$ cat src/hdl/rclfr_pkg.sv
// Shared types, constants and the CRC8 byte update for the link frame receiver.
// Used by rclfr_parser and rc_link_frame_receiver_crc8; depends on nothing else.
`timescale 1ns / 1ps

package rclfr_pkg;

    // Default counter width and field widths
    localparam int COUNT_WIDTH_DEF = 32;
    localparam int BYTE_W          = 8;
    localparam int POS_W           = 7;
    localparam int STATUS_W        = 3;
    localparam int COUNT_OUT_W     = 32;
    localparam int CFG_INDEX_W     = 3;
    localparam int CFG_DATA_W      = 8;
    localparam int IN_TDATA_W      = 8;
    // data_byte + byte_index + good_count + bad_count = 79, padded to 80
    localparam int OUT_TDATA_W     = 80;

    // Shortest accepted length byte
    localparam logic [BYTE_W-1:0] MIN_LEN = 8'd2;

    // Register reset values
    localparam logic [7:0] CRC_POLY_RST = 8'hD5;
    localparam logic [6:0] MAX_LEN_RST  = 7'd64;
    localparam logic [7:0] SYNC_A_RST   = 8'hC8;
    localparam logic [7:0] SYNC_B_RST   = 8'hEA;
    localparam logic [7:0] SYNC_C_RST   = 8'hEE;

    // Configuration register indexes
    typedef enum logic [CFG_INDEX_W-1:0] {
        REG_CRC_POLY = 3'd0,
        REG_MAX_LEN  = 3'd1,
        REG_SYNC_A   = 3'd2,
        REG_SYNC_B   = 3'd3,
        REG_SYNC_C   = 3'd4
    } reg_index_t;

    // Per-byte status codes
    typedef enum logic [STATUS_W-1:0] {
        STS_NO_SYNC  = 3'd0,
        STS_START    = 3'd1,
        STS_TAKEN    = 3'd2,
        STS_GOOD     = 3'd3,
        STS_BAD_CRC  = 3'd4,
        STS_LEN_REJ  = 3'd5,
        STS_OVERFLOW = 3'd6
    } status_t;

    // Live configuration
    typedef struct packed {
        logic [7:0] crc_poly;
        logic [6:0] max_frame_len;
        logic [7:0] sync_a;
        logic [7:0] sync_b;
        logic [7:0] sync_c;
    } cfg_t;

    // One result item
    typedef struct packed {
        status_t                  status;
        logic [BYTE_W-1:0]        data_byte;
        logic [POS_W-1:0]         byte_index;
        logic [COUNT_OUT_W-1:0]   good_count;
        logic [COUNT_OUT_W-1:0]   bad_count;
    } result_t;

    // CRC8 over one byte, MSB first, top polynomial bit implicit
    function automatic logic [7:0] crc8_byte(
        input logic [7:0] crc,
        input logic [7:0] data,
        input logic [7:0] poly
    );
        logic [7:0] c;
        c = crc ^ data;
        for (int i = 0; i < 8; i++) begin
            if (c[7])
                c = {c[6:0], 1'b0} ^ poly;
            else
                c = {c[6:0], 1'b0};
        end
        return c;
    endfunction

endpackage

$ cat src/hdl/rclfr_parser.sv
// Frame parser: sync search, length check, running CRC8 and frame counters.
// Depends on rclfr_pkg; instantiated by rc_link_frame_receiver_crc8.
`timescale 1ns / 1ps

module rclfr_parser #(
    parameter int COUNT_WIDTH = rclfr_pkg::COUNT_WIDTH_DEF
) (
    input  logic                            clk,
    input  logic                            rst_n,
    input  rclfr_pkg::cfg_t                 cfg,
    input  logic                            take,
    input  logic [rclfr_pkg::BYTE_W-1:0]    rx_byte,
    output rclfr_pkg::result_t              result
);

    logic                              in_frame_reg, in_frame_next;
    logic [rclfr_pkg::POS_W-1:0]       pos_reg, pos_next;
    logic [rclfr_pkg::POS_W-1:0]       len_reg, len_next;
    logic [7:0]                        crc_reg, crc_next;
    logic [COUNT_WIDTH-1:0]            good_reg, good_next;
    logic [COUNT_WIDTH-1:0]            bad_reg, bad_next;

    logic                              is_sync;
    logic [7:0]                        pos_ext;
    logic [7:0]                        max_ext;
    logic [7:0]                        len_ext;
    rclfr_pkg::status_t                status;
    logic [rclfr_pkg::POS_W-1:0]       index;

    assign is_sync = (rx_byte == cfg.sync_a) || (rx_byte == cfg.sync_b)
                     || (rx_byte == cfg.sync_c);
    assign pos_ext = {1'b0, pos_reg};
    assign max_ext = {1'b0, cfg.max_frame_len};
    assign len_ext = {1'b0, len_reg};

    // Decide status and next state for the byte on the input
    always_comb
    begin
        in_frame_next = in_frame_reg;
        pos_next      = pos_reg;
        len_next      = len_reg;
        crc_next      = crc_reg;
        good_next     = good_reg;
        bad_next      = bad_reg;
        index         = pos_reg;
        status        = rclfr_pkg::STS_TAKEN;

        if (!in_frame_reg)
        begin
            index = '0;
            if (is_sync)
            begin
                in_frame_next = 1'b1;
                pos_next      = 7'd1;
                len_next      = '0;
                crc_next      = '0;
                status        = rclfr_pkg::STS_START;
            end
            else
            begin
                status = rclfr_pkg::STS_NO_SYNC;
            end
        end
        else if (pos_ext > max_ext + 8'd1)
        begin
            // Limit lowered mid-frame: abandon without counting
            status        = rclfr_pkg::STS_OVERFLOW;
            in_frame_next = 1'b0;
            pos_next      = '0;
            len_next      = '0;
            crc_next      = '0;
        end
        else if (pos_reg == 7'd1)
        begin
            if (rx_byte >= rclfr_pkg::MIN_LEN && rx_byte <= max_ext)
            begin
                len_next = rx_byte[rclfr_pkg::POS_W-1:0];
                pos_next = 7'd2;
                status   = rclfr_pkg::STS_TAKEN;
            end
            else
            begin
                status        = rclfr_pkg::STS_LEN_REJ;
                in_frame_next = 1'b0;
                pos_next      = '0;
                len_next      = '0;
                crc_next      = '0;
            end
        end
        else if (pos_ext >= len_ext + 8'd1)
        begin
            // CRC byte: check and bump the matching counter
            if (rx_byte == crc_reg)
            begin
                good_next = good_reg + COUNT_WIDTH'(1);
                status    = rclfr_pkg::STS_GOOD;
            end
            else
            begin
                bad_next = bad_reg + COUNT_WIDTH'(1);
                status   = rclfr_pkg::STS_BAD_CRC;
            end
            in_frame_next = 1'b0;
            pos_next      = '0;
            len_next      = '0;
            crc_next      = '0;
        end
        else
        begin
            crc_next = rclfr_pkg::crc8_byte(crc_reg, rx_byte, cfg.crc_poly);
            pos_next = pos_reg + 7'd1;
            status   = rclfr_pkg::STS_TAKEN;
        end
    end

    // Result of this byte, counters as they stand after it
    always_comb
    begin
        result.status     = status;
        result.data_byte  = rx_byte;
        result.byte_index = index;
        result.good_count = rclfr_pkg::COUNT_OUT_W'(good_next);
        result.bad_count  = rclfr_pkg::COUNT_OUT_W'(bad_next);
    end

    // Advance frame state on each taken byte
    always_ff @(posedge clk or negedge rst_n)
    begin
        if (!rst_n)
        begin
            in_frame_reg <= 1'b0;
            pos_reg      <= '0;
            len_reg      <= '0;
            crc_reg      <= '0;
            good_reg     <= '0;
            bad_reg      <= '0;
        end
        else if (take)
        begin
            in_frame_reg <= in_frame_next;
            pos_reg      <= pos_next;
            len_reg      <= len_next;
            crc_reg      <= crc_next;
            good_reg     <= good_next;
            bad_reg      <= bad_next;
        end
    end

endmodule

$ cat src/hdl/rc_link_frame_receiver_crc8.sv
// Top level of the link frame receiver: configuration registers, parser, output skid.
// Depends on rclfr_pkg and rclfr_parser.
`timescale 1ns / 1ps
//
//  channel   direction  handshake                 payload
//  s_axis    in         s_tvalid / s_tready       s_tdata: rx_byte
//  m_axis    out        m_tvalid / m_tready       m_tuser: status; m_tdata: data, index, counts
//  cfg       in         cfg_wen (no handshake)    cfg_index, cfg_data
//
//  Each accepted byte yields one result transfer; the parser and CRC8 update are
//  combinational between the frame state and the result register, so one byte
//  per clock is sustained while the output is not stalled.
//  A two-entry output (result register plus skid) keeps s_tready high while a
//  result waits; s_tready drops only when both are full.
//  Reset clears the frame state, counters and registers to their defaults.

module rc_link_frame_receiver_crc8 #(
    parameter int COUNT_WIDTH = rclfr_pkg::COUNT_WIDTH_DEF
) (
    input  logic                                 clk,
    input  logic                                 rst_n,
    // Input stream
    input  logic                                 s_tvalid,
    output logic                                 s_tready,
    input  logic [rclfr_pkg::IN_TDATA_W-1:0]     s_tdata,   // [7:0] rx_byte
    // Result stream
    output logic                                 m_tvalid,
    input  logic                                 m_tready,
    output logic [rclfr_pkg::OUT_TDATA_W-1:0]    m_tdata,   // [7:0] data_byte, [14:8] byte_index,
                                                            // [46:15] good_count,
                                                            // [78:47] bad_count, [79] zero
    output logic [rclfr_pkg::STATUS_W-1:0]       m_tuser,   // [2:0] status
    // Configuration writes
    input  logic                                 cfg_wen,
    input  logic [rclfr_pkg::CFG_INDEX_W-1:0]    cfg_index,
    input  logic [rclfr_pkg::CFG_DATA_W-1:0]     cfg_data
);

    rclfr_pkg::cfg_t      cfg_reg;
    rclfr_pkg::result_t   result;
    rclfr_pkg::result_t   out_reg;
    rclfr_pkg::result_t   skid_reg;
    logic                 out_valid_reg;
    logic                 skid_valid_reg;
    logic                 take;

    // Hold configuration registers
    always_ff @(posedge clk or negedge rst_n)
    begin
        if (!rst_n)
        begin
            cfg_reg.crc_poly      <= rclfr_pkg::CRC_POLY_RST;
            cfg_reg.max_frame_len <= rclfr_pkg::MAX_LEN_RST;
            cfg_reg.sync_a        <= rclfr_pkg::SYNC_A_RST;
            cfg_reg.sync_b        <= rclfr_pkg::SYNC_B_RST;
            cfg_reg.sync_c        <= rclfr_pkg::SYNC_C_RST;
        end
        else if (cfg_wen)
        begin
            unique case (cfg_index)
                rclfr_pkg::REG_CRC_POLY: cfg_reg.crc_poly      <= cfg_data;
                rclfr_pkg::REG_MAX_LEN:  cfg_reg.max_frame_len <= cfg_data[6:0];
                rclfr_pkg::REG_SYNC_A:   cfg_reg.sync_a        <= cfg_data;
                rclfr_pkg::REG_SYNC_B:   cfg_reg.sync_b        <= cfg_data;
                rclfr_pkg::REG_SYNC_C:   cfg_reg.sync_c        <= cfg_data;
                default:                 ;
            endcase
        end
    end

    assign s_tready = !skid_valid_reg;
    assign take     = s_tvalid && s_tready;

    rclfr_parser #(
        .COUNT_WIDTH (COUNT_WIDTH)
    ) u_parser (
        .clk     (clk),
        .rst_n   (rst_n),
        .cfg     (cfg_reg),
        .take    (take),
        .rx_byte (s_tdata[rclfr_pkg::BYTE_W-1:0]),
        .result  (result)
    );

    // Valid flags for the result register and the skid entry
    always_ff @(posedge clk or negedge rst_n)
    begin
        if (!rst_n)
        begin
            out_valid_reg  <= 1'b0;
            skid_valid_reg <= 1'b0;
        end
        else
        begin
            if (skid_valid_reg)
            begin
                if (m_tready)
                    skid_valid_reg <= 1'b0;
            end
            else if (take)
            begin
                if (!out_valid_reg || m_tready)
                    out_valid_reg <= 1'b1;
                else
                    skid_valid_reg <= 1'b1;
            end
            else if (m_tready)
            begin
                out_valid_reg <= 1'b0;
            end
        end
    end

    // Load the result register from the skid entry first, else from the parser
    always_ff @(posedge clk)
    begin
        if (skid_valid_reg)
        begin
            if (m_tready)
                out_reg <= skid_reg;
        end
        else if (take)
        begin
            if (!out_valid_reg || m_tready)
                out_reg <= result;
            else
                skid_reg <= result;
        end
    end

    assign m_tvalid = out_valid_reg;
    assign m_tuser  = out_reg.status;
    assign m_tdata  = {1'b0, out_reg.bad_count, out_reg.good_count,
                       out_reg.byte_index, out_reg.data_byte};

endmodule

$ cat config.mk
export PLATFORM = sky130hd
export DESIGN_NAME = rc_link_frame_receiver_crc8
export DESIGN_NICKNAME = d
export VERILOG_FILES = /design/src/hdl/rclfr_pkg.sv /design/src/hdl/rclfr_parser.sv /design/src/hdl/rc_link_frame_receiver_crc8.sv
export SDC_FILE = /design/constraint.sdc
export NUM_CORES = 1
export LEC_CHECK = 0
export BUFFER_PORTS_ARGS = -buffer_cell sky130_fd_sc_hd__buf_2
export CAP_MARGIN = 20
export CORE_MARGIN = 5
export CORE_UTILIZATION = 25
export DETAILED_ROUTE_END_ITERATION = 7
export PLACE_DENSITY = 0.47
export SYNTH_ARGS = -nofsm -noshare
export SYNTH_HDL_FRONTEND = slang
export SYNTH_HIERARCHICAL = 1
export SYNTH_SLANG_ARGS = --single-unit
$ cat constraint.sdc
create_clock -name clk -period 4.8 [get_ports clk]
set_input_delay 0.72 -clock clk [delete_from_list [all_inputs] [get_ports clk]]
set_output_delay 0.72 -clock clk [all_outputs]
set_load 0.05 [all_outputs]
# Word level (Yosys, flattened, before mapping)
# Cells that the tools add are included.
[op_classes]
order_cmp = 4
n_mux = 89
n_reduce_logical = 23
n_eq_ne = 13
n_addsub = 5
bitwise_logic = 11
[op_table]
columns = ["operator", "count"]
rows = [
  ["$mux W8", 42],
  ["$mux W82", 4],
  ["$mux W32", 10],
  ["$mux W7", 12],
  ["$xor A8 B8 Y8", 9],
  ["$add A32 B1 Y32 const B", 2],
  ["$eq A8 B8 Y1", 4],
  ["$mux W3", 6],
  ["$add A7 B1 Y8 const B", 2],
  ["$reduce_and A3 Y1", 5],
  ["$mux W1", 14],
  ["$reduce_and A2 Y1", 6],
  ["$ge A7 B8 Y1", 1],
  ["$ge A8 B2 Y1 const B", 1],
  ["$gt A7 B8 Y1", 1],
  ["$le A8 B7 Y1", 1],
  ["$ne A4 B4 Y1 const B", 2],
  ["$reduce_bool A2 Y1", 4],
  ["$add A7 B1 Y7 const B", 1],
  ["$eq A7 B1 Y1 const B", 1],
  ["$eq A3 B2 Y1 const B", 2],
  ["$eq A3 B1 Y1 const B", 1],
  ["$eq A3 B3 Y1 const B", 1],
  ["$logic_not A3 Y1", 1],
  ["7 further kinds", 12],
]
[totals]
register_bits = 292
elab_cells = 168
output_inout_bits = 85
in_bits = 24

# Logic depth before layout (Yosys ltp)
# Gate-level depths: netlist of the first run.
[logic_depth]
depth_word = 49
ltp_mapped = 17

# Hierarchy
# Netlist of the first run, hierarchy kept.
[modules_own_cells]
columns = ["mod", "area_per_inst_um2", "cells_per_inst", "n_inst", "seq_area_each_um2"]
rows = [
  ["rclfr_parser", 7719.9, 885, 1, 2177.1],
  ["rc_link_frame_receiver_crc8", 7533.5, 355, 1, 5975.7],
]

# Worst setup path before layout of the first run
# No wires, ideal clock.
[synth_timing]
path_kind = "register -> register"
startpoint = "register cfg_reg[24] in the netlist's numbering"
endpoint = "register out_reg, in the netlist m_tdata[73], data pin"
n_path_buf = 1
path_stages_with_launch = 17
period_less_slack_ns = 4.185
required_ns = 4.540
setup_time_ns = 0.260
setup_slack_ns = 0.615
arrival_ns = 3.925
path_cell_list = "dfrtp_1 ha_1 inv_1 ha_1 nor2b_1 o21a_1 o21a_1 o21a_1 o21a_1 o21a_1 o21ai_1 nand3_1 nor4_1 clkbuf_1 nand3_1 xnor2_1 mux2_2"
[synth_rtl]
columns = ["element", "line_no", "source"]
rows = [
  ["start: declaration", "rc_link_frame_receiver_crc8.sv:39", "rclfr_pkg::cfg_t cfg_reg;"],
  ["end signal: assignment", "rc_link_frame_receiver_crc8.sv:120", "out_reg <= skid_reg;"],
  ["end signal: assignment", "rc_link_frame_receiver_crc8.sv:125", "out_reg <= result;"],
  ["end: declaration", "rc_link_frame_receiver_crc8.sv:41", "rclfr_pkg::result_t out_reg;"],
]

==> flow_results.xml, run 1 <==
<?xml version="1.0" encoding="UTF-8"?>
<metrics>
  <group name="yosys">
    <metric name="post_synth_main_area_contributors" unit="">edfxtp_1 (32%), dfrtp_1 (18%), mux2_2 (9.2%)</metric>
    <metric name="arithmetic_cell_share_of_the_synthesized_area_counting_full_adders_half_adders_and_majority_gates" unit="%">2.215</metric>
    <metric name="synth_ff_type" unit="">edfxtp_1</metric>
    <metric name="yosys.area_share.xor_xnor" unit="%">14.00</metric>
    <metric name="postSynthRegisterBits" unit="">292</metric>
    <metric name="ys.warnings.count" unit="">6</metric>
    <metric name="synthDominantCellAreaShare" unit="%">32.29</metric>
    <metric name="yosysUniqueCellTypes" unit="">81</metric>
    <metric name="yosys-mux-area-fraction" unit="%">9.778</metric>
    <metric name="postSynth.asyncResetShare" unit="%">43.84</metric>
    <metric name="post-synth-top-count-cell" unit="">edfxtp_1</metric>
    <metric name="avgSynthCellArea" unit="µm²">12.30</metric>
    <metric name="combinational_family_with_the_most_area_after_synthesis" unit="">XOR/XNOR gates</metric>
    <metric name="post_synth_and_or_nand_nor_area_fraction" unit="%">12.12</metric>
    <metric name="syn-instance-count" unit="">1240</metric>
    <metric name="synth_sequential_area_ratio" unit="%">53.45</metric>
    <metric name="mappedNetlistNets" unit="">1291</metric>
    <metric name="synth_common_cells" unit="">edfxtp_1 (164), xnor2_1 (137), mux2_2 (125)</metric>
    <metric name="synth-edff-count" unit="">164</metric>
    <metric name="summed_instance_area_of_the_synthesized_netlist" unit="µm²">15250</metric>
    <metric name="library_cell_with_the_largest_summed_area_after_synthesis" unit="">edfxtp_1</metric>
    <metric name="synth_compound_area_share" unit="%">4.954</metric>
  </group>
  <group name="critical_path">
    <metric name="critPathTopFamily" unit="">simple AND/OR/NAND/NOR gates</metric>
    <metric name="reg2reg_from" unit="">cfg_reg[24]</metric>
    <metric name="path_common_cell" unit="">o21a_1</metric>
    <metric name="worstPathRequired" unit="ns">5.09</metric>
    <metric name="arrival" unit="ns">4.74</metric>
    <metric name="timing.setup.critical_path_class" unit="">register to register</metric>
    <metric name="r2r_end" unit="">m_tdata[78]</metric>
    <metric name="cp_max_fo" unit="">13</metric>
    <metric name="worstRegToRegCells" unit="">15</metric>
    <metric name="crit_path_max_incr_delay" unit="ns">0.82</metric>
    <metric name="cp_cell_sequence" unit="">ha_1, inv_1, ha_1, nor2b_1, o21a_1, o21a_1, o21a_1, o21a_1, o21a_1, o21ai_1, nand3_1, or4_1, nor3_1, xor2_1, mux2_2</metric>
    <metric name="critPathCaptureType" unit="">register</metric>
    <metric name="ff2ff_setup_slack" unit="ns">0.35</metric>
    <metric name="critPathLaunchType" unit="">register</metric>
    <metric name="cp_slowest_cell" unit="">or4_1</metric>
    <metric name="cp_num_buf_inv" unit="">1</metric>
  </group>
  <group name="clock_tree">
    <metric name="cts_max_level" unit="">2</metric>
    <metric name="clock-root-buffer" unit="">clkbuf_16</metric>
    <metric name="max-clock-path-buffers" unit="">3</metric>
    <metric name="source_to_sink_clock_delay_at_the_later_pin_of_the_worst_skew_pair" unit="ns">0.56</metric>
    <metric name="postCtsSetupBuffers" unit="">0</metric>
    <metric name="post_cts_resized" unit="">0</metric>
    <metric name="total_cts_buffers" unit="">37</metric>
    <metric name="tritoncts" unit="">yes</metric>
    <metric name="clk_pin_slew" unit="ns">0.06</metric>
    <metric name="postCtsHoldBufs" unit="">0</metric>
    <metric name="num_clock_sinks" unit="">292</metric>
  </group>
  <group name="placement">
    <metric name="pre_cts_ws" unit="ns">0.3164</metric>
    <metric name="dp_cells" unit="">2084</metric>
    <metric name="numPortBuffers" unit="">107</metric>
    <metric name="placed_area" unit="µm²">16630</metric>
    <metric name="gp_congestion" unit="">0.8154</metric>
    <metric name="dpl.hpwl" unit="µm">24340</metric>
  </group>
  <group name="grt">
    <metric name="grt_start_max_net_pins" unit="">67</metric>
    <metric name="grt_first_pass_wirelength" unit="µm">57070</metric>
    <metric name="antenna_found_initial" unit="">3</metric>
    <metric name="via_count_of_the_first_global_routing_pass" unit="">9777</metric>
    <metric name="track_usage" unit="%">10.63</metric>
    <metric name="globalRoute.totalOverflow" unit="">0</metric>
  </group>
  <group name="sta">
    <metric name="max_slew.worst_pin.slew" unit="ns">0.9306</metric>
    <metric name="fmax" unit="MHz">224.8</metric>
    <metric name="rsz_0062_raised_after_global_routing" unit="">false</metric>
    <metric name="timing.final.hold_violations" unit="">0</metric>
    <metric name="finalSetupViolations" unit="">0</metric>
    <metric name="period_minus_slack" unit="ns">4.449</metric>
    <metric name="worst_slack" unit="ns">0.3511</metric>
    <metric name="timing_max_transition_violations_final" unit="">0</metric>
    <metric name="fin_worst_skew" unit="ns">0.03658</metric>
    <metric name="slew_headroom" unit="%">37.96</metric>
    <metric name="totalNegativeSetupSlack" unit="ns">0</metric>
    <metric name="final_cycle_share" unit="%">92.69</metric>
  </group>
  <group name="power">
    <metric name="vdd_drop_max" unit="mV">0.3369</metric>
    <metric name="power.density_cell_area" unit="nW/µm²">547.8</metric>
    <metric name="static-leakage-power" unit="nW">7.137</metric>
  </group>
  <group name="run">
    <metric name="max_cap_viol_count" unit="">0</metric>
  </group>
  <group name="drt">
    <metric name="routed-via-count" unit="">9525</metric>
    <metric name="dr.pass1.iters" unit="">4</metric>
    <metric name="finalWirelength" unit="µm">35840</metric>
    <metric name="drc" unit="">0</metric>
    <metric name="dr.first_iter.drc_count" unit="">473</metric>
    <metric name="detail_route.wl_per_cell" unit="µm">16.64</metric>
    <metric name="ant_nets" unit="">0</metric>
    <metric name="vias_per_cell" unit="">4.422</metric>
  </group>
  <group name="layout">
    <metric name="largest_reg_flops" unit="">82</metric>
    <metric name="post_route_cells_drive_above_1_share" unit="%">26.86</metric>
    <metric name="fin_nets" unit="">1392</metric>
    <metric name="layout.core_utilization" unit="%">29.70</metric>
    <metric name="areaGrowthSynthToFinish" unit="%">17.53</metric>
    <metric name="finalInstanceArea" unit="µm²">17930</metric>
    <metric name="stdcell_count" unit="">2154</metric>
  </group>
  <group name="die">
    <metric name="overall_die_width" unit="µm">257.0</metric>
    <metric name="ios" unit="">109</metric>
    <metric name="core_area" unit="µm²">60360</metric>
    <metric name="fp.dieArea" unit="µm²">66050</metric>
    <metric name="die_y" unit="µm">257.0</metric>
    <metric name="initial_util" unit="%">25.27</metric>
    <metric name="floorplan.rows" unit="">90</metric>
  </group>
  <group name="run_status">
    <metric name="run_status" unit="">completed</metric>
  </group>
  <group name="hold_path">
    <metric name="hold_class" unit="">primary input to asynchronous set/reset pin</metric>
  </group>
</metrics>
## routing by layer
metal  up-vias  part of all wire [%]  global-route usage [%]
li1       4619                     -                       -
met1      4702                    47                   14.61
met2       151                    46                   17.15
met3        53                   4.6                   2.206
met4         0                   2.3                   2.848
met5         -                     0                       0
## report_power, final
group / internal, mW / switching, mW
Sequential: 2.99 / 0.260
Clock: 1.81 / 1.12
Combinational: 1.58 / 2.04
Total: 6.39 / 3.43
## stage by stage
step | hold slack [ns] | power, mW
finish | 0.3105 | 9.820
global route | 0.3780 | 10.37
CTS | 0.3195 | 9.956
detailed placement | 0.4800 | 6.947
global placement | 0.4799 | 6.909
floorplan | 0.4244 | 6.109
## logic make-up (layout without fill, tap and decap cells)
| kind of cell | count (synthesis) | count (layout) |
|---|---|---|
| xor gates and xnor gates | 219 | 219 |
| muxes | 133 | 133 |
| DFF | 292 | 292 |
| other | 1 | 3 |
| and+or+nand+nor | 360 | 360 |
| adders and majority gates | 27 | 27 |
| buffers and inverters | 109 | 239 |
| AOI/OAI and AO/OA | 99 | 99 |
## placed cells by master (no fill, tap or decap), types with 22 or more instances in the layout
cell | synthesis | layout
and3_1 | 30 | 30
buf_2 | 20 | 106
buf_4 | 12 | 25
clkbuf_16 | 0 | 37
dfrtp_1 | 108 | 107
edfxtp_1 | 164 | 164
ha_1 | 27 | 27
inv_1 | 39 | 39
mux2_2 | 125 | 125
nand2_1 | 106 | 106
nand3_1 | 66 | 66
nand4_1 | 23 | 23
nor2_1 | 36 | 36
nor3_1 | 22 | 22
xnor2_1 | 137 | 137
xor2_1 | 65 | 65
## cell type report
cell class              count  area [µm²]
multi-input cells         839        6606
diodes                      2       5.005
flip-flops and latches    292        8157
clock inverters            18       291.5
repair buffers            132       738.2
well taps                 782       978.4
fillers                  6174       42430
clock buffers              50        1005
inverters                  39       146.4
## how the worst max path moves through the flow
stage,to,start,cells past startpoint
2_1_floorplan,m_tdata[73],cfg_reg[24],16
3_3_place_gp,m_tdata[78],cfg_reg[24],15
3_5_place_dp,u_parser/crc_reg[2],s_tdata[6],12
4_1_cts,m_tdata[78],cfg_reg[24],15
5_1_grt,m_tdata[78],cfg_reg[24],15
6_report,m_tdata[78],cfg_reg[24],15
No activity file was read; power rests on OpenSTA's default activity.
==> run 2, diff against run 1 <==
--- a/config.mk
+++ b/config.mk
@@ -11,6 +11,7 @@
 export CORE_UTILIZATION = 25
 export DETAILED_ROUTE_END_ITERATION = 7
 export PLACE_DENSITY = 0.47
+export RECOVER_POWER = 100
 export SYNTH_ARGS = -nofsm -noshare
 export SYNTH_HDL_FRONTEND = slang
 export SYNTH_HIERARCHICAL = 1
==> flow_results.xml, run 2 (synthesized netlist as in run 1, its figures left out) <==
<?xml version="1.0" encoding="UTF-8"?>
<metrics>
  <group name="run_status">
    <metric name="run_status" unit="">finished with violations</metric>
    <metric name="failed_checks" unit="">capacitance limit, slew limit</metric>
  </group>
  <group name="clock_tree">
    <metric name="postCtsSetupBuffers" unit="">0</metric>
    <metric name="cts_max_level" unit="">2</metric>
    <metric name="max-clock-path-buffers" unit="">3</metric>
    <metric name="tritoncts" unit="">yes</metric>
    <metric name="clk_pin_slew" unit="ns">0.06</metric>
    <metric name="source_to_sink_clock_delay_at_the_later_pin_of_the_worst_skew_pair" unit="ns">0.56</metric>
    <metric name="total_cts_buffers" unit="">37</metric>
    <metric name="clock-root-buffer" unit="">clkbuf_16</metric>
    <metric name="num_clock_sinks" unit="">292</metric>
    <metric name="post_cts_resized" unit="">0</metric>
    <metric name="postCtsHoldBufs" unit="">0</metric>
  </group>
  <group name="die">
    <metric name="die_y" unit="µm">257.0</metric>
    <metric name="floorplan.rows" unit="">90</metric>
    <metric name="ios" unit="">109</metric>
    <metric name="core_area" unit="µm²">60360</metric>
    <metric name="overall_die_width" unit="µm">257.0</metric>
    <metric name="fp.dieArea" unit="µm²">66050</metric>
    <metric name="initial_util" unit="%">25.27</metric>
  </group>
  <group name="drt">
    <metric name="finalWirelength" unit="µm">35900</metric>
    <metric name="drc" unit="">0</metric>
    <metric name="detail_route.wl_per_cell" unit="µm">16.67</metric>
    <metric name="vias_per_cell" unit="">4.442</metric>
    <metric name="ant_nets" unit="">0</metric>
    <metric name="dr.pass1.iters" unit="">5</metric>
    <metric name="routed-via-count" unit="">9569</metric>
    <metric name="dr.first_iter.drc_count" unit="">482</metric>
  </group>
  <group name="critical_path">
    <metric name="timing.setup.critical_path_class" unit="">primary input to register</metric>
    <metric name="worstRegToRegCells" unit="">15</metric>
    <metric name="worstPathRequired" unit="ns">5.23</metric>
    <metric name="cp_slowest_cell" unit="">clkbuf_1</metric>
    <metric name="arrival" unit="ns">4.87</metric>
    <metric name="worst-path-stages" unit="">12</metric>
    <metric name="cp_max_fo" unit="">11</metric>
    <metric name="critPathLaunchType" unit="">primary input</metric>
    <metric name="cp_cell_sequence" unit="">clkbuf_1, xor2_1, o21ai_1, a32o_1, a211oi_2, xnor2_4, xnor2_2, xor2_1, mux2i_1, a221oi_2, xor3_1, a22o_1</metric>
    <metric name="path_common_cell" unit="">xor2_1</metric>
    <metric name="crit_path_max_incr_delay" unit="ns">0.58</metric>
    <metric name="critPathTopFamily" unit="">XOR/XNOR gates</metric>
    <metric name="critPathCaptureType" unit="">register</metric>
    <metric name="cp_num_buf_inv" unit="">1</metric>
  </group>
  <group name="power">
    <metric name="switching_share" unit="%">35.00</metric>
    <metric name="report.power.total" unit="mW">9.755</metric>
    <metric name="pwr-share-clk" unit="%">30.1</metric>
    <metric name="vdd_drop_max" unit="mV">0.3308</metric>
    <metric name="power.density_cell_area" unit="nW/µm²">551.5</metric>
    <metric name="static-leakage-power" unit="nW">6.796</metric>
    <metric name="switchingPower" unit="mW">3.414</metric>
    <metric name="power.sequential.fraction" unit="%">33.4</metric>
    <metric name="cell_internal_pwr" unit="mW">6.341</metric>
    <metric name="share_of_total_power_in_combinational_logic" unit="%">36.4</metric>
  </group>
  <group name="sta">
    <metric name="fmax" unit="MHz">225.5</metric>
    <metric name="period_minus_slack" unit="ns">4.434</metric>
    <metric name="max_slew.worst_pin.slew" unit="ns">2.852</metric>
    <metric name="worst_slack" unit="ns">0.3661</metric>
    <metric name="fin_hold_ws" unit="ns">0.3763</metric>
    <metric name="finalSetupViolations" unit="">0</metric>
    <metric name="rsz_0062_raised_after_global_routing" unit="">false</metric>
    <metric name="totalNegativeSetupSlack" unit="ns">0</metric>
    <metric name="final_cycle_share" unit="%">92.37</metric>
    <metric name="fin_worst_skew" unit="ns">0.03751</metric>
    <metric name="timing.final.hold_violations" unit="">0</metric>
    <metric name="slew_headroom" unit="%">-90.14</metric>
    <metric name="timing_max_transition_violations_final" unit="">233</metric>
  </group>
  <group name="grt">
    <metric name="grt.met2_usage" unit="%">17.15</metric>
    <metric name="track_usage" unit="%">10.63</metric>
    <metric name="globalRoute.totalOverflow" unit="">0</metric>
    <metric name="gr-max-usage-layer" unit="">met2</metric>
    <metric name="grt_use_met3" unit="%">2.206</metric>
    <metric name="via_count_of_the_first_global_routing_pass" unit="">9777</metric>
    <metric name="grt_start_max_net_pins" unit="">67</metric>
    <metric name="grt_first_pass_wirelength" unit="µm">57070</metric>
    <metric name="antenna_found_initial" unit="">2</metric>
    <metric name="gr-usage-met1" unit="%">14.61</metric>
  </group>
  <group name="placement">
    <metric name="placed_area" unit="µm²">16630</metric>
    <metric name="dp_cells" unit="">2084</metric>
    <metric name="pre_cts_ws" unit="ns">0.3164</metric>
    <metric name="gp_congestion" unit="">0.8154</metric>
    <metric name="dpl.hpwl" unit="µm">24340</metric>
    <metric name="numPortBuffers" unit="">107</metric>
  </group>
  <group name="run">
    <metric name="max_cap_viol_count" unit="">5</metric>
  </group>
  <group name="layout">
    <metric name="post_route_cells_drive_above_1_share" unit="%">18.61</metric>
    <metric name="layout.cells.most_common" unit="">edfxtp_1</metric>
    <metric name="finalInstanceArea" unit="µm²">17690</metric>
    <metric name="fin_nets" unit="">1392</metric>
    <metric name="layout.core_utilization" unit="%">29.31</metric>
    <metric name="areaGrowthSynthToFinish" unit="%">15.96</metric>
    <metric name="largest_reg_flops" unit="">82</metric>
    <metric name="stdcell_count" unit="">2154</metric>
    <metric name="layout_common_cells" unit="">edfxtp_1 (164), xnor2_1 (137), mux2_2 (121)</metric>
    <metric name="n_fill_cell" unit="">6244</metric>
  </group>
  <group name="hold_path">
    <metric name="min_path_cells" unit="">2</metric>
    <metric name="hold_class" unit="">primary input to register</metric>
  </group>
</metrics>
## run 2: worst register-to-register path, cell delays in order, from the launching register on
cell and delay (ns):
dfrtp_1 0.42, ha_1 0.30, inv_1 0.04, ha_1 0.27, nor2b_1 0.14, o21a_1 0.17
o21a_1 0.17, o21a_1 0.17, o21a_1 0.17, o21a_1 0.16, o21ai_1 0.38, nand3_1 0.30
or4_1 0.81, nor3_1 0.31, xor2_1 0.12, mux2_2 0.27
## run 2: layout make-up
class | instances | area, µm² | area share [%]
Sequential cell | 292 | 8157 | 46.11
Clock buffer | 50 | 1005 | 5.680
Antenna cell | 2 | 5.005 | 0.02829
Tap cell | 782 | 978.4 | 5.532
Inverter | 39 | 146.4 | 0.8276
Timing Repair Buffer | 132 | 555.5 | 3.141
Clock inverter | 18 | 291.5 | 1.648
Multi-Input combinational cell | 839 | 6550 | 37.03
## run 2: worst paths after layout
kind | slack, ns | startpoint | endpoint
worst min-delay path | 0.38 | m_tready | skid_valid_reg
min in group asynchronous | 0.65 | rst_n | u_parser/bad_reg[22]
max in group asynchronous | 1.65 | rst_n | cfg_reg[17]
worst max register to register | 0.37 | cfg_reg[24] | m_tdata[78]
worst max-delay path | 0.37 | s_tdata[6] | u_parser/crc_reg[2]
worst min register to register | 0.49 | u_parser/bad_reg[31] | u_parser/bad_reg[31]
## run 2: metal layers
| metal | part of all wire (%) | vias to the layer above |
|---|---|---|
| li1 | - | 4626 |
| met1 | 48 | 4741 |
| met2 | 46 | 148 |
| met3 | 3.9 | 54 |
| met4 | 2.3 | 0 |
| met5 | 0 | - |
## run 2: power by group through the flow
stage               logic (mW)  clock network (mW)  registers (mW)
floorplan                 2.63                   0            3.48
global placement          3.60                   0            3.31
detailed placement        3.63                   0            3.31
CTS                       3.65                3.04            3.27
global route              3.88                3.12            3.31
finish                    3.55                2.94            3.26
==> run 3, diff against run 2 <==
--- a/config.mk
+++ b/config.mk
@@ -7,12 +7,10 @@
 export LEC_CHECK = 0
 export BUFFER_PORTS_ARGS = -buffer_cell sky130_fd_sc_hd__buf_2
 export CAP_MARGIN = 20
-export CORE_MARGIN = 5
 export CORE_UTILIZATION = 25
 export DETAILED_ROUTE_END_ITERATION = 7
-export PLACE_DENSITY = 0.47
+export PLACE_DENSITY_LB_ADDON = 0.05
 export RECOVER_POWER = 100
 export SYNTH_ARGS = -nofsm -noshare
 export SYNTH_HDL_FRONTEND = slang
-export SYNTH_HIERARCHICAL = 1
 export SYNTH_SLANG_ARGS = --single-unit
==> flow_results.xml, run 3 <==
<?xml version="1.0" encoding="UTF-8"?>
<metrics>
  <group name="placement">
    <metric name="pre_cts_ws" unit="ns">0.3287</metric>
    <metric name="dpl.hpwl" unit="µm">27200</metric>
    <metric name="placed_area" unit="µm²">16460</metric>
    <metric name="gp_congestion" unit="">0.7338</metric>
    <metric name="dp_cells" unit="">2113</metric>
    <metric name="numPortBuffers" unit="">107</metric>
  </group>
  <group name="drt">
    <metric name="detail_route.wl_per_cell" unit="µm">17.96</metric>
    <metric name="routed-via-count" unit="">9654</metric>
    <metric name="drc" unit="">0</metric>
    <metric name="ant_nets" unit="">0</metric>
    <metric name="dr.pass1.iters" unit="">4</metric>
    <metric name="finalWirelength" unit="µm">39200</metric>
    <metric name="dr.first_iter.drc_count" unit="">588</metric>
    <metric name="vias_per_cell" unit="">4.424</metric>
  </group>
  <group name="die">
    <metric name="floorplan.rows" unit="">89</metric>
    <metric name="die_y" unit="µm">246.3</metric>
    <metric name="initial_util" unit="%">25.27</metric>
    <metric name="core_area" unit="µm²">59020</metric>
    <metric name="ios" unit="">109</metric>
    <metric name="overall_die_width" unit="µm">246.3</metric>
    <metric name="fp.dieArea" unit="µm²">60640</metric>
  </group>
  <group name="sta">
    <metric name="period_minus_slack" unit="ns">4.449</metric>
    <metric name="final_cycle_share" unit="%">92.68</metric>
    <metric name="rsz_0062_raised_after_global_routing" unit="">false</metric>
    <metric name="fin_worst_skew" unit="ns">0.02739</metric>
    <metric name="worst_slack" unit="ns">0.3513</metric>
    <metric name="totalNegativeSetupSlack" unit="ns">0</metric>
    <metric name="fmax" unit="MHz">224.8</metric>
    <metric name="timing.final.hold_violations" unit="">0</metric>
    <metric name="finalSetupViolations" unit="">0</metric>
    <metric name="max_slew.worst_pin.slew" unit="ns">3.543</metric>
    <metric name="slew_headroom" unit="%">-136.2</metric>
    <metric name="timing_max_transition_violations_final" unit="">145</metric>
  </group>
  <group name="critical_path">
    <metric name="worstPathRequired" unit="ns">5.09</metric>
    <metric name="cp-endpoint" unit="">m_tdata[22]</metric>
    <metric name="critPathCaptureType" unit="">register</metric>
    <metric name="arrival" unit="ns">4.74</metric>
    <metric name="critPathLaunchType" unit="">register</metric>
    <metric name="reg2reg_from" unit="">cfg_reg[24]</metric>
    <metric name="crit_path_start" unit="">cfg_reg[24]</metric>
    <metric name="timing.setup.critical_path_class" unit="">register to register</metric>
    <metric name="cp_cell_sequence" unit="">ha_1, inv_1, ha_1, nor2b_1, o21a_1, o21a_1, o21a_1, o21a_1, o21a_1, o221ai_1, nand2_1, or4_1, nor3_1, xor2_1, mux2_2</metric>
    <metric name="cp_slowest_cell" unit="">or4_1</metric>
    <metric name="r2r_end" unit="">m_tdata[22]</metric>
    <metric name="cp_max_fo" unit="">7</metric>
    <metric name="worstRegToRegCells" unit="">15</metric>
    <metric name="ff2ff_setup_slack" unit="ns">0.35</metric>
    <metric name="crit_path_max_incr_delay" unit="ns">0.73</metric>
    <metric name="path_common_cell" unit="">o21a_1</metric>
  </group>
  <group name="yosys">
    <metric name="synth_ff_type" unit="">edfxtp_1</metric>
    <metric name="yosysUniqueCellTypes" unit="">63</metric>
    <metric name="ys.warnings.count" unit="">0</metric>
    <metric name="post_synth_main_area_contributors" unit="">edfxtp_1 (33%), dfrtp_1 (18%), mux2_2 (8.5%)</metric>
    <metric name="synth_sequential_area_ratio" unit="%">54.66</metric>
    <metric name="synth_common_cells" unit="">edfxtp_1 (164), nand2_1 (145), mux2_2 (113)</metric>
    <metric name="post-synth-top-count-cell" unit="">edfxtp_1</metric>
    <metric name="synthDominantCellAreaShare" unit="%">33.02</metric>
    <metric name="mappedNetlistNets" unit="">1310</metric>
    <metric name="library_cell_with_the_largest_summed_area_after_synthesis" unit="">edfxtp_1</metric>
    <metric name="syn-instance-count" unit="">1259</metric>
    <metric name="postSynthRegisterBits" unit="">292</metric>
    <metric name="summed_instance_area_of_the_synthesized_netlist" unit="µm²">14910</metric>
    <metric name="postSynth.asyncResetShare" unit="%">43.84</metric>
    <metric name="synth-edff-count" unit="">164</metric>
    <metric name="avgSynthCellArea" unit="µm²">11.85</metric>
  </group>
  <group name="power">
    <metric name="static-leakage-power" unit="nW">6.926</metric>
    <metric name="vdd_drop_max" unit="mV">0.4110</metric>
    <metric name="power.density_cell_area" unit="nW/µm²">560.3</metric>
  </group>
  <group name="clock_tree">
    <metric name="clock-root-buffer" unit="">clkbuf_16</metric>
    <metric name="total_cts_buffers" unit="">38</metric>
    <metric name="postCtsHoldBufs" unit="">0</metric>
    <metric name="tritoncts" unit="">yes</metric>
    <metric name="num_clock_sinks" unit="">292</metric>
    <metric name="max-clock-path-buffers" unit="">3</metric>
    <metric name="clk_pin_slew" unit="ns">0.06</metric>
    <metric name="postCtsSetupBuffers" unit="">0</metric>
    <metric name="cts_max_level" unit="">2</metric>
    <metric name="post_cts_resized" unit="">0</metric>
    <metric name="source_to_sink_clock_delay_at_the_later_pin_of_the_worst_skew_pair" unit="ns">0.55</metric>
  </group>
  <group name="layout">
    <metric name="areaGrowthSynthToFinish" unit="%">16.79</metric>
    <metric name="number_of_diodes_added_for_antenna_fixing" unit="">0</metric>
    <metric name="layout.cells.most_common" unit="">edfxtp_1</metric>
    <metric name="layout_common_cells" unit="">edfxtp_1 (164), nand2_1 (145), clkbuf_1 (118)</metric>
    <metric name="layout.core_utilization" unit="%">29.51</metric>
    <metric name="fin_nets" unit="">1431</metric>
    <metric name="stdcell_count" unit="">2182</metric>
    <metric name="finalInstanceArea" unit="µm²">17420</metric>
    <metric name="post_route_cells_drive_above_1_share" unit="%">14.98</metric>
    <metric name="largest_reg_flops" unit="">82</metric>
  </group>
  <group name="hold_path">
    <metric name="min-delay-start" unit="">cfg_data[7]</metric>
    <metric name="hold_class" unit="">primary input to register</metric>
  </group>
  <group name="grt">
    <metric name="antenna_found_initial" unit="">0</metric>
    <metric name="track_usage" unit="%">13.11</metric>
    <metric name="grt_first_pass_wirelength" unit="µm">60840</metric>
    <metric name="via_count_of_the_first_global_routing_pass" unit="">9849</metric>
    <metric name="grt_start_max_net_pins" unit="">55</metric>
    <metric name="globalRoute.totalOverflow" unit="">0</metric>
  </group>
  <group name="run_status">
    <metric name="failed_checks" unit="">capacitance limit, slew limit</metric>
    <metric name="run_status" unit="">finished with violations</metric>
  </group>
  <group name="run">
    <metric name="max_cap_viol_count" unit="">3</metric>
  </group>
</metrics>
-- run 3: changes by cell type in the layout (fill, tap and decap cells not counted), moves of 16 or more --
cell	before	now
mux2_2	121	94
nand2_1	106	145
nand3_1	66	50
nor2_1	36	68
o21ai_0	13	38
xnor2_1	137	106
xor2_1	66	90
-- run 3: power by group --
part           total, mW  switching (mW)  internal, mW
combinational       3.78            2.25          1.53
clock               2.67            1.09          1.58
sequential          3.30           0.258          3.05
total               9.76            3.60          6.16
-- run 3: area by class of cell --
class	count	area, µm²
Fill cell	6120	41600
Tap cell	773	967.2
Inverter	27	102.6
Timing Repair Buffer	141	638.1
Clock buffer	58	1100
Multi-Input combinational cell	880	6402
Clock inverter	11	55.05
Sequential cell	292	8153
-- run 3: critical path: cells and delay by family (launching register included) --
| kind | cells | cell delay [ns] |
|---|---|---|
| muxes | 1 | 0.27 |
| and+or+nand+nor | 4 | 1.56 |
| AOI/OAI and AO/OA | 6 | 1.19 |
| xor gates and xnor gates | 1 | 0.13 |
| DFF | 1 | 0.42 |
| adders and majority gates | 2 | 0.58 |
| buffers and inverters | 1 | 0.04 |
-- run 3: kinds of logic (layout without fill, tap and decap cells) --
logic type,Yosys count,in the layout,synth area share [%]
flops,292,292,54.66
xor+xnor,209,209,13.36
other cells,1,1,0.02514
mux,117,117,8.800
buf+inv,87,237,2.408
simple gates,423,423,13.89
fa+ha+maj,27,27,2.265
compound gates,103,103,4.581
-- run 3: per-stage QoR --
stage / hold slack (ns) / total power [mW]
2_1_floorplan: 0.4244 / 6.285
3_3_place_gp: 0.4770 / 7.245
3_5_place_dp: 0.4765 / 7.239
4_1_cts: 0.2780 / 10.01
5_1_grt: 0.4545 / 10.38
6_report: 0.4463 / 9.760
-- run 3: worst min-delay path by stage --
stage	slack, ns	cells past startpoint	end
global placement	0.48	1	u_parser.good_reg[31]
detailed placement	0.48	1	u_parser.bad_reg[31]
finish	0.45	3	cfg_reg[38]
floorplan	0.42	0	cfg_reg[0]
global route	0.45	3	cfg_reg[35]
CTS	0.28	1	cfg_reg[21]
-- run 3: per-layer routing --
| metal | up-vias | global-route usage, % | routed length, µm |
|---|---|---|---|
| li1 | 4737 | - | - |
| met1 | 4737 | 17.76 | 18540 |
| met2 | 127 | 21.38 | 18580 |
| met3 | 53 | 2.168 | 1247 |
| met4 | 0 | 3.794 | 830 |
| met5 | - | 0 | 0 |
